**src/rfrp_pkg.sv**
```systemverilog
// ----------------------------------------------------------------------------
// RS-485 frame receive parser package
// Shared types, codes and constants of the frame receive parser.
// ----------------------------------------------------------------------------
package rfrp_pkg;

    localparam int unsigned SERIAL_BYTES = 12;

    localparam logic [7:0] PREAMBLE   = 8'hBE;
    localparam logic [7:0] FLAGS_MASK = 8'hF0;
    localparam logic [7:0] FLAGS_CODE = 8'h50;

    // Flag bit positions within the flags byte.
    localparam int unsigned FLAG_DIR   = 0;
    localparam int unsigned FLAG_BCAST = 1;
    localparam int unsigned FLAG_LONG  = 2;

    typedef logic [1:0] t_cfg_index;
    localparam t_cfg_index CFG_NODE_ID     = 2'd0;
    localparam t_cfg_index CFG_SERIAL_LOW  = 2'd1;
    localparam t_cfg_index CFG_SERIAL_HIGH = 2'd2;

    typedef enum logic [2:0] {
        EV_NONE      = 3'd0,
        EV_DATA      = 3'd1,
        EV_ACCEPT    = 3'd2,
        EV_IGNORED   = 3'd3,
        EV_CSUM_FAIL = 3'd4,
        EV_FRAMING   = 3'd5
    } t_event;

    typedef struct packed {
        logic [7:0]  node_id;
        logic [63:0] serial_low;
        logic [31:0] serial_high;
    } t_cfg;

    typedef struct packed {
        t_event     event_res;
        logic [7:0] data;
        logic [7:0] byte_index;
        logic [7:0] length;
        logic       serial_form;
        logic       broadcast;
    } t_result;

endpackage

```
**src/rfrp_cfg_regs.sv**
```systemverilog
// ----------------------------------------------------------------------------
// Configuration registers
// Holds the node id and the 12-byte serial number written over the config port.
// ----------------------------------------------------------------------------
module rfrp_cfg_regs (
    input  logic                  i_clk,
    input  logic                  i_rst_n,
    input  logic                  i_cfg_valid,
    input  rfrp_pkg::t_cfg_index  i_cfg_index,
    input  logic [63:0]           i_cfg_data,
    output rfrp_pkg::t_cfg        o_cfg
);
    import rfrp_pkg::*;

    t_cfg r_cfg;
    t_cfg n_cfg;

    always_comb begin
        n_cfg = r_cfg;
        if (i_cfg_valid) begin
            case (i_cfg_index)
                CFG_NODE_ID:     n_cfg.node_id     = i_cfg_data[7:0];
                CFG_SERIAL_LOW:  n_cfg.serial_low  = i_cfg_data;
                CFG_SERIAL_HIGH: n_cfg.serial_high = i_cfg_data[31:0];
                default:         n_cfg = r_cfg;
            endcase
        end
    end

    always_ff @(posedge i_clk) begin
        if (!i_rst_n) begin
            r_cfg <= '0;
        end else begin
            r_cfg <= n_cfg;
        end
    end

    assign o_cfg = r_cfg;

endmodule

```
**src/rfrp_parser.sv**
```systemverilog
// ----------------------------------------------------------------------------
// Frame parser core
// Packet state machine, checksum and address compare; one byte per step.
// ----------------------------------------------------------------------------
module rfrp_parser (
    input  logic              i_clk,
    input  logic              i_rst_n,
    input  logic              i_step,
    input  logic [7:0]        i_byte,
    input  rfrp_pkg::t_cfg    i_cfg,
    output rfrp_pkg::t_result o_result
);
    import rfrp_pkg::*;

    typedef enum logic [6:0] {
        PH_HUNT   = 7'b0000001,
        PH_FLAGS  = 7'b0000010,
        PH_ADDR   = 7'b0000100,
        PH_LEN    = 7'b0001000,
        PH_BODY   = 7'b0010000,
        PH_TRAIL0 = 7'b0100000,
        PH_TRAIL1 = 7'b1000000
    } t_phase;

    t_phase      r_phase,     n_phase;
    logic [15:0] r_sum,       n_sum;
    logic [7:0]  r_trail_low, n_trail_low;
    logic [7:0]  r_decl_len,  n_decl_len;
    logic [7:0]  r_pos,       n_pos;
    logic        r_ignore,    n_ignore;
    logic        r_bcast,     n_bcast;
    logic        r_long,      n_long;

    logic [15:0] w_sum_step;
    logic [7:0]  w_serial_byte;
    logic [8:0]  w_pos_inc;
    t_event      w_event;

    // Rotate left by one, then fold in the byte.
    assign w_sum_step = {r_sum[14:0], r_sum[15]} ^ {8'h00, i_byte};
    assign w_pos_inc  = {1'b0, r_pos} + 9'd1;

    always_comb begin
        w_serial_byte = 8'h00;
        if (r_pos < 8'(SERIAL_BYTES)) begin
            case (r_pos[3:0])
                4'd0:    w_serial_byte = i_cfg.serial_low[7:0];
                4'd1:    w_serial_byte = i_cfg.serial_low[15:8];
                4'd2:    w_serial_byte = i_cfg.serial_low[23:16];
                4'd3:    w_serial_byte = i_cfg.serial_low[31:24];
                4'd4:    w_serial_byte = i_cfg.serial_low[39:32];
                4'd5:    w_serial_byte = i_cfg.serial_low[47:40];
                4'd6:    w_serial_byte = i_cfg.serial_low[55:48];
                4'd7:    w_serial_byte = i_cfg.serial_low[63:56];
                4'd8:    w_serial_byte = i_cfg.serial_high[7:0];
                4'd9:    w_serial_byte = i_cfg.serial_high[15:8];
                4'd10:   w_serial_byte = i_cfg.serial_high[23:16];
                4'd11:   w_serial_byte = i_cfg.serial_high[31:24];
                default: w_serial_byte = 8'h00;
            endcase
        end
    end

    always_comb begin
        n_phase     = r_phase;
        n_sum       = r_sum;
        n_trail_low = r_trail_low;
        n_decl_len  = r_decl_len;
        n_pos       = r_pos;
        n_ignore    = r_ignore;
        n_bcast     = r_bcast;
        n_long      = r_long;
        w_event     = EV_NONE;
        o_result    = '0;

        case (r_phase)
            PH_HUNT: begin
                if (i_byte == PREAMBLE) begin
                    n_sum   = {8'h00, i_byte};
                    n_phase = PH_FLAGS;
                end
            end
            PH_FLAGS: begin
                n_sum = w_sum_step;
                if ((i_byte & FLAGS_MASK) != FLAGS_CODE) begin
                    n_phase = PH_HUNT;
                    w_event = EV_FRAMING;
                end else begin
                    n_ignore = i_byte[FLAG_DIR];
                    n_bcast  = i_byte[FLAG_BCAST];
                    n_long   = i_byte[FLAG_LONG];
                    n_pos    = 8'h00;
                    n_phase  = i_byte[FLAG_BCAST] ? PH_LEN : PH_ADDR;
                end
            end
            PH_ADDR: begin
                n_sum = w_sum_step;
                if (r_long) begin
                    if (i_byte != w_serial_byte) begin
                        n_ignore = 1'b1;
                    end
                    n_pos = w_pos_inc[7:0];
                    if (w_pos_inc[7:0] >= 8'(SERIAL_BYTES)) begin
                        n_phase = PH_LEN;
                    end
                end else begin
                    if (i_byte != i_cfg.node_id) begin
                        n_ignore = 1'b1;
                    end
                    n_phase = PH_LEN;
                end
            end
            PH_LEN: begin
                n_sum = w_sum_step;
                if (i_byte == 8'h00) begin
                    n_phase = PH_HUNT;
                    w_event = EV_FRAMING;
                end else begin
                    n_decl_len = i_byte;
                    n_pos      = 8'h00;
                    n_phase    = PH_BODY;
                end
            end
            PH_BODY: begin
                n_sum               = w_sum_step;
                w_event             = EV_DATA;
                o_result.data       = i_byte;
                o_result.byte_index = r_pos;
                if (w_pos_inc >= {1'b0, r_decl_len}) begin
                    n_phase = PH_TRAIL0;
                end
                if (r_pos != 8'hFF) begin
                    n_pos = w_pos_inc[7:0];
                end
            end
            PH_TRAIL0: begin
                n_trail_low = i_byte;
                n_phase     = PH_TRAIL1;
            end
            PH_TRAIL1: begin
                n_phase = PH_HUNT;
                if ({i_byte, r_trail_low} == r_sum) begin
                    w_event = r_ignore ? EV_IGNORED : EV_ACCEPT;
                end else begin
                    w_event = EV_CSUM_FAIL;
                end
            end
            default: begin
                n_phase = PH_HUNT;
            end
        endcase

        o_result.event_res = w_event;
        // Packet attributes travel only with events that belong to a packet.
        if (w_event inside {[EV_DATA:EV_CSUM_FAIL]}) begin
            o_result.length      = r_decl_len;
            o_result.serial_form = r_long;
            o_result.broadcast   = r_bcast;
        end
    end

    always_ff @(posedge i_clk) begin
        if (!i_rst_n) begin
            r_phase     <= PH_HUNT;
            r_sum       <= '0;
            r_trail_low <= '0;
            r_decl_len  <= '0;
            r_pos       <= '0;
            r_ignore    <= 1'b0;
            r_bcast     <= 1'b0;
            r_long      <= 1'b0;
        end else if (i_step) begin
            r_phase     <= n_phase;
            r_sum       <= n_sum;
            r_trail_low <= n_trail_low;
            r_decl_len  <= n_decl_len;
            r_pos       <= n_pos;
            r_ignore    <= n_ignore;
            r_bcast     <= n_bcast;
            r_long      <= n_long;
        end
    end

endmodule

```
**src/rs485_frame_receive_parser.sv**
```systemverilog
// ----------------------------------------------------------------------------
// RS-485 frame receive parser
// Finds packets in a received byte stream, filters them by address, streams
// the payload and checks the 16-bit rotate-and-XOR trailer.
// ----------------------------------------------------------------------------
// Usage:
//   Received bytes enter on the rx channel (i_rx_valid / o_rx_ready) and each
//   one produces exactly one result on the result channel (o_res_valid /
//   i_res_ready): nothing, a payload byte, a packet verdict or a framing error.
//   Downstream must discard payload bytes of a packet whose verdict is not
//   "accepted".
//   The node id and serial number are written on the config channel, which is
//   always ready; write it only while no byte is in flight.
//   A byte accepted on the rx channel waits in the input register; its result
//   is then registered in the output register and offered from then on.
//   Throughput: one byte per cycle while the receiver does not stall, set
//   by the parser state update between the input and the result register.
//   When the receiver stalls, the result holds in the output register, one
//   further byte waits in the input register, and o_rx_ready then drops until
//   the result transfer completes.
//   Reset clears both pipeline stages, the parser returns to the preamble hunt
//   and all configuration registers read zero.
// ----------------------------------------------------------------------------
module rs485_frame_receive_parser (
    input  logic                 i_clk,
    input  logic                 i_rst_n,
    // received byte channel
    input  logic                 i_rx_valid,
    output logic                 o_rx_ready,
    input  logic [7:0]           i_rx_byte,
    // result channel
    output logic                 o_res_valid,
    input  logic                 i_res_ready,
    output logic [2:0]           o_event_res,
    output logic [7:0]           o_data,
    output logic [7:0]           o_byte_index,
    output logic [7:0]           o_length,
    output logic                 o_serial_form,
    output logic                 o_broadcast,
    // configuration write channel
    input  logic                 i_cfg_valid,
    output logic                 o_cfg_ready,
    input  rfrp_pkg::t_cfg_index i_cfg_index,
    input  logic [63:0]          i_cfg_data
);
    import rfrp_pkg::*;

    // Input stage: one received byte waiting for the parser.
    logic       r_in_valid;
    logic [7:0] r_in_byte;

    // Output stage: the registered result of the last parsed byte.
    logic    r_out_valid;
    t_result r_out;

    logic    w_move;
    t_cfg    w_cfg;
    t_result w_result;

    // A byte is parsed when it sits in the input stage and the output stage is
    // free, or is being emptied by a transfer in this very cycle.
    assign w_move      = r_in_valid && (!r_out_valid || i_res_ready);
    assign o_rx_ready  = !r_in_valid || w_move;
    assign o_cfg_ready = 1'b1;

    rfrp_cfg_regs u_cfg_regs (
        .i_clk       (i_clk),
        .i_rst_n     (i_rst_n),
        .i_cfg_valid (i_cfg_valid),
        .i_cfg_index (i_cfg_index),
        .i_cfg_data  (i_cfg_data),
        .o_cfg       (w_cfg)
    );

    // The parser advances its packet state only on the cycle its byte moves on.
    rfrp_parser u_parser (
        .i_clk    (i_clk),
        .i_rst_n  (i_rst_n),
        .i_step   (w_move),
        .i_byte   (r_in_byte),
        .i_cfg    (w_cfg),
        .o_result (w_result)
    );

    always_ff @(posedge i_clk) begin
        if (!i_rst_n) begin
            r_in_valid <= 1'b0;
        end else if (o_rx_ready) begin
            r_in_valid <= i_rx_valid;
        end
    end

    always_ff @(posedge i_clk) begin
        if (i_rx_valid && o_rx_ready) begin
            r_in_byte <= i_rx_byte;
        end
    end

    always_ff @(posedge i_clk) begin
        if (!i_rst_n) begin
            r_out_valid <= 1'b0;
        end else if (w_move) begin
            r_out_valid <= 1'b1;
        end else if (i_res_ready) begin
            r_out_valid <= 1'b0;
        end
    end

    always_ff @(posedge i_clk) begin
        if (w_move) begin
            r_out <= w_result;
        end
    end

    assign o_res_valid   = r_out_valid;
    assign o_event_res   = r_out.event_res;
    assign o_data        = r_out.data;
    assign o_byte_index  = r_out.byte_index;
    assign o_length      = r_out.length;
    assign o_serial_form = r_out.serial_form;
    assign o_broadcast   = r_out.broadcast;

    // A parsed byte always lands in the output stage.
    a_move_fills_output : assert property (
        @(posedge i_clk) disable iff (!i_rst_n)
        w_move |=> r_out_valid
    ) else $error("parsed byte did not reach the output stage");

    // Input back-pressure only arises when both stages are full and stalled.
    a_ready_low_only_when_full : assert property (
        @(posedge i_clk) disable iff (!i_rst_n)
        !o_rx_ready |-> (r_in_valid && r_out_valid && !i_res_ready)
    ) else $error("rx channel stalled while a stage was free");

    // Payload data and index are zero unless the result is a payload byte.
    a_data_only_on_payload : assert property (
        @(posedge i_clk) disable iff (!i_rst_n)
        (r_out_valid && (r_out.event_res != EV_DATA))
            |-> (r_out.data == 8'h00 && r_out.byte_index == 8'h00)
    ) else $error("payload fields set on a non-payload result");

    // Packet attributes are zero on results that do not belong to a packet.
    a_attr_only_in_packet : assert property (
        @(posedge i_clk) disable iff (!i_rst_n)
        (r_out_valid && (r_out.event_res == EV_NONE || r_out.event_res == EV_FRAMING))
            |-> (r_out.length == 8'h00 && !r_out.serial_form && !r_out.broadcast)
    ) else $error("packet attributes set outside a packet");

    // A payload byte always belongs to a packet with a non-zero length.
    a_payload_has_length : assert property (
        @(posedge i_clk) disable iff (!i_rst_n)
        (r_out_valid && r_out.event_res == EV_DATA)
            |-> (r_out.length != 8'h00 && r_out.byte_index < r_out.length)
    ) else $error("payload byte outside the declared length");

endmodule

```
**config.mk**
```make
export PLATFORM = sky130hd
export DESIGN_NAME = rs485_frame_receive_parser
export DESIGN_NICKNAME = d
export VERILOG_FILES = /design/src/rfrp_pkg.sv /design/src/rfrp_cfg_regs.sv /design/src/rfrp_parser.sv /design/src/rs485_frame_receive_parser.sv
export SDC_FILE = /design/constraint.sdc
export NUM_CORES = 1
export LEC_CHECK = 0
export ABC_CLOCK_PERIOD_IN_PS = 3000
export BUFFER_PORTS_ARGS = -buffer_cell sky130_fd_sc_hd__buf_4
export CAP_MARGIN = 10
export CORE_UTILIZATION = 50
export DETAILED_ROUTE_END_ITERATION = 7
export PLACE_DENSITY = 0.69
export SYNTH_ARGS = -nofsm -noshare
export SYNTH_HDL_FRONTEND = slang
export SYNTH_SLANG_ARGS = --single-unit
```
**constraint.sdc**
```tcl
create_clock -name i_clk -period 3 [get_ports i_clk]
set_input_delay 0.75 -clock i_clk [delete_from_list [all_inputs] [get_ports i_clk]]
set_output_delay 0.75 -clock i_clk [all_outputs]
set_load 0.03 [all_outputs]
```
Yosys cells after proc, flatten, opt, wreduce, memory -nomap -nowiden:

Cells that the tools add are included.

* bits in registers: 193
* input bits: 79
* output and inout port bits: 32
* word-level logic and storage cells: 118

* add/subtract/negate cells: 1
* magnitude comparators: 5
* eq/ne operators: 35
* mux-type cells: 29
* bitwise logic cells: 3
* reductions and logical operators: 25

Operator list (number)
* one-hot mux 8 bit (12 select lines): 1
* one-hot mux 7 bit (6 select lines): 1
* two-way mux 8 bit: 5
* two-way mux 7 bit: 5
* one-hot mux 16 bit (2 select lines): 1
* one-hot mux 8 bit (4 select lines): 1
* == test 16 bit: 1
* == test 4 x 3 -> 1 bit (second input constant): 4
* == test 4 bit (second input constant): 4
* two-way mux 16 bit: 1
* != test 8 bit: 2
* bitwise XOR 16 x 8 -> 16 bit: 1
* one-hot mux 3 bit (4 select lines): 1
* adder 8 x 1 -> 9 bit (second input constant): 1
* greater-or-equal comparator 9 x 8 -> 1 bit: 1
* two-way mux 3 bit: 3
* AND reduction 3 bit: 3
* == test 4 x 2 -> 1 bit (second input constant): 2
* == test 8 bit (second input constant): 1
* greater-or-equal comparator 8 x 4 -> 1 bit (second input constant): 1
* zero test 8 bit: 1
* < comparator 8 x 4 -> 1 bit (second input constant): 1
* != test 2 x 1 -> 1 bit (second input constant): 4
* != test 8 bit (second input constant): 1
* 33 further kinds: 51

Logic depth before layout (Yosys ltp):

* depth after elaboration: 7
* depth in mapped cells: 13
* gate-level depth less buffers: 13

Modules after synthesis:

A second synthesis with hierarchy kept.

* cells, all modules: 960
* area, all modules: 9205.1 um^2

Modules (own cells, without submodules)
* rfrp_cfg_regs: times used 1, cells each 410, area each 3991.3 um^2, seq. area each 2082.0 um^2
* rfrp_parser: times used 1, cells each 502, area each 3987.6 um^2, seq. area each 1001.0 um^2
* rs485_frame_receive_parser: times used 1, cells each 48, area each 1226.2 um^2, seq. area each 1151.1 um^2

Least setup slack after synthesis:

Ideal clock, no wire load.

* path kind: in2reg
* start: input port i_res_ready
* end: register u_parser.r_ignore
* library setup time: 87 ps
* arrival: 2430 ps
* required time: 2913 ps
* setup slack: 483 ps
* stages on the path: 6
* buffers on the path: 1
* cells stage by stage: nor2b_1 -> nand2b_1 -> inv_1 -> clkbuf_1 -> a21oi_1 -> a211oi_1

* longest elaborated chain between the ends: 3

RTL lines
* from (decl): line rs485_frame_receive_parser.sv:33 `input logic i_res_ready,`
* logical OR 1 bit: line rs485_frame_receive_parser.sv:62 `assign w_move = r_in_valid && (!r_out_valid || i_res_ready);`
* logical AND 1 bit: line rs485_frame_receive_parser.sv:62
* via u_parser.i_step: line rfrp_parser.sv:8 `input logic i_step,`
* AND reduction 5 bit (no source line)
* to (signal assigned): line rfrp_parser.sv:178 `r_ignore <= n_ignore;`
* to (decl): line rfrp_parser.sv:30 `logic r_ignore, n_ignore;`

The timed path passes the listed nets, and every way through them passes these cells.
A chain may end at the register's enable or synchronous reset.

Worst setup path in the final report:

* start: register u_parser.r_pos[0]
* end: register u_parser.r_phase[0]

* longest elaborated chain between the ends: 4
* elaborated cells between the ends (all ways): 6
* classes of those cells: add/sub (1); order compare (2); eq/ne (2); reduce/logical (1)

RTL lines
* from (decl): line rfrp_parser.sv:29 `logic [7:0] r_pos, n_pos;`
* from (signal assigned): line rfrp_parser.sv:177 `r_pos <= n_pos;`
* adder 8 x 1 -> 9 bit (*): line rfrp_parser.sv:41 `assign w_pos_inc = {1'b0, r_pos} + 9'd1;`
* greater-or-equal comparator 8 x 4 -> 1 bit or greater-or-equal comparator 9 x 8 -> 1 bit (tied branches): line rfrp_parser.sv:103, rfrp_parser.sv:129
* != test 3 bit (no source line) or != test 2 x 1 -> 1 bit (tied branches)
* AND reduction 4 bit (no source line) (*)
* to (signal assigned): line rfrp_parser.sv:173 `r_phase <= n_phase;`
* to (decl): line rfrp_parser.sv:25 `t_phase r_phase, n_phase;`

Mark *: on every way between the ends. The rest lies on a longest branch, timed or not.

==> metrics.cfg <==
[grt]
grt_pass1_wl_um = 37000
grt_max_degree = 91
grt_pass1_vias = 6997
grt.total_usage = 0.259
antenna_found_initial = 0
grt_overflow = 0

[logic_synthesis]
synth-edff-count = 37
synth_ff_type = dfxtp_1
synth_seq_cells = 193
synth_nets = 1122
ys_types = 74
synth_cells = 1031
seq_area_frac_synth = 0.466
ys_async_sr_fraction = 0
synthesis.area_um2 = 9090
ys_warn_count = 0
syn_area_per_cell_um2 = 8.82

[pwr]
p_leak_nw = 3.89
pwr_density_cell_nw_per_um2 = 521
ir_drop_mv = 0.375

[sta]
setup_viol = 0
grt_setup_unrepaired = false
fin_setup_tns_ps = 0
post-route-period-util = 0.901
max-slew-margin-rel = 0.362
worst_slack_ps = 297
fmax_ghz = 0.370
worst_pin_slew_ps = 953
whs_ps = 465
hold_violations = 0
min_period_ps = 2700
skew_ps = 10.5
slew_viol_final = 0

[critical_path]
critPathLaunchType = register
r2r-end = u_parser.r_phase[0]
rrSetupSlack_ps = 300
critPathArrivalTime_ps = 3000
worstSetupPathType = reg2reg
crit_required_ps = 3290
cp-end-kind = register
worstRegToRegCells = 13
r2r-start = u_parser.r_pos[0]
cp_max_fo = 9

[floorplan]
ios = 111
die_y_um = 137
die_w_um = 137
rows = 48
coreArea_um2 = 17500
initial_core_util = 0.519
die_area_um2 = 18700

[clock_network]
hold_buffers = 0
clk_latency_ps = 430
clockBufferDepth = 2
cts.htree.levels = 4
cts_sinks = 193
cts_buffers = 17
cts_tree = done
clk_pin_slew_ps = 70
cts-root-buf = clkbuf_16

[routing]
postRouteWirelength_um = 23300
drtPass1Iterations = 7
antenna_left = 0
drt_iter0_markers = 673
vias = 7571
vias_per_cell = 5.60
drc = 0
wire_per_inst_um = 17.3

[worst_hold_path]
hp-start = u_cfg_regs.o_cfg[51]
min_path_cells = 2
min_delay_worst_endpoint = u_cfg_regs.o_cfg[51]
min_path_type = reg2reg

[finish]
synthToLayoutAreaGrowth_pct = 18.7
n_fill_cell = 1587
diodes = 0
multi_input_area_um2 = 4490
register_area_um2 = 4230
drive_above_1_share = 0.164
nets = 1204

[place]
gp_congestion = 0.892
place_hpwl_um = 16200
numPortBuffers = 109
dp_slack_ps = 239

[run_status]
status = completed

[job]
cap_violations = 0

-- Yosys cell counts, types with 10 or more instances --
cell      number  area share
nor2_1        40       0.017
ha_1          12       0.017
a21oi_1       33       0.018
and2_1        15       0.010
dfxtp_1      156        0.34
a21boi_0     104       0.086
inv_1         20      0.0083
buf_2         10      0.0055
edfxtp_1      37        0.12
nor2b_1       32       0.022
a22oi_1       20       0.017
o21ai_0       19       0.010
nand3_1       19       0.010
xnor2_1       12       0.012
nand2b_1      10      0.0069
nand2_1      243        0.10
clkbuf_1      55       0.023
xor2_1        27       0.026
mux2i_1       21       0.023
nor4_1        13      0.0089
-- state kept, by name (all words and copies together), names as in the netlist, 3 cells and up --
signal                cells
u_parser.r_phase          7
u_parser.r_trail_low      8
r_in_byte                 8
o_length                  8
o_data                    8
u_parser.r_sum           16
o_event_res               3
u_cfg_regs.o_cfg        104
o_byte_index              8
u_parser.r_decl_len       8
u_parser.r_pos            8
-- what timing repair did --
| action | CTS | global route |
|---|---|---|
| setup endpoints to repair | 0 | 2 |
| setup buffers | 0 | 0 |
| gates resized for setup | 0 | 1 |
-- layout by cell type, fill, tap and decap left out, types with 19 or more instances in the layout --
cell,count
a21boi_0,104
a21oi_1,33
a22oi_1,20
buf_4,135
clkbuf_16,19
dfxtp_1,156
edfxtp_1,37
inv_1,20
mux2i_1,21
nand2_1,243
nand3_1,19
nor2_1,40
nor2b_1,32
xor2_1,27
-- cells by family (layout without fill, tap and decap cells) --
logic type / after synthesis / after routing / share of synthesized area
and+or+nand+nor: 425 / 425 / 0.218
AOI/OAI and AO/OA: 242 / 242 / 0.193
DFF: 193 / 193 / 0.466
buffers and inverters: 95 / 190 / 0.0418
xor gates and xnor gates: 39 / 39 / 0.0376
muxes: 24 / 24 / 0.0268
adders and majority gates: 12 / 12 / 0.0165
other: 1 / 1 / 0.000412
-- power by group --
part,internal (mW),total (mW),switching (mW)
logic,0.186,0.407,0.221
registers,2.71,2.76,0.0467
clock network,1.47,2.46,0.997
total,4.36,5.63,1.27
-- routing by layer --
layer,track usage,part of all wire,wire (um)
met2,0.443,0.50,11600
met3,0.0448,0.043,1000
met5,0,0,0
met4,0.0745,0.012,284
met1,0.334,0.45,10400
-- metrics by stage --
step	utilization	std cells	cell area [um2]	total power [mW]
floorplan	-	1031	9090	3.02
detailed placement	0.579	1319	10100	3.22
global route	0.616	1351	10800	5.80
CTS	0.616	1351	10800	5.66
global placement	0.579	1319	10100	3.22
finish	0.616	1351	10800	5.63
-- cell type report --
class                      count  share of cell area
clock buffer                  23              0.0473
timing repair buffer         138              0.0994
tap                          225              0.0261
multi-input combinational    743               0.416
clock inverter                 9              0.0125
inverter                      20             0.00695
sequential                   193               0.392
-- worst max path at each step --
stage	from	end	slack, ps	cells after the start
after floorplan	i_res_ready	u_parser.r_ignore	480	6
after global placement	u_parser.r_pos[0]	u_parser.r_phase[2]	320	11
after detailed placement	u_parser.r_pos[0]	u_parser.r_phase[2]	240	11
after CTS	u_parser.r_pos[0]	u_parser.r_phase[2]	190	11
after global routing	u_parser.r_pos[0]	u_parser.r_phase[0]	20	13
final	u_parser.r_pos[0]	u_parser.r_phase[0]	300	13
-- critical path, cell delays in order (launching register included) --
cell      delay [ps]
dfxtp_1          480
ha_1             260
nand3_1          130
nor2_1           270
xnor2_1          190
inv_1             70
ha_1             190
nor2_1           100
o21ai_0           90
o211ai_1          80
o21ai_1          130
o21ai_4          300
mux2i_1          230
nand2_1           70
(Power assumes the default switching activity.)
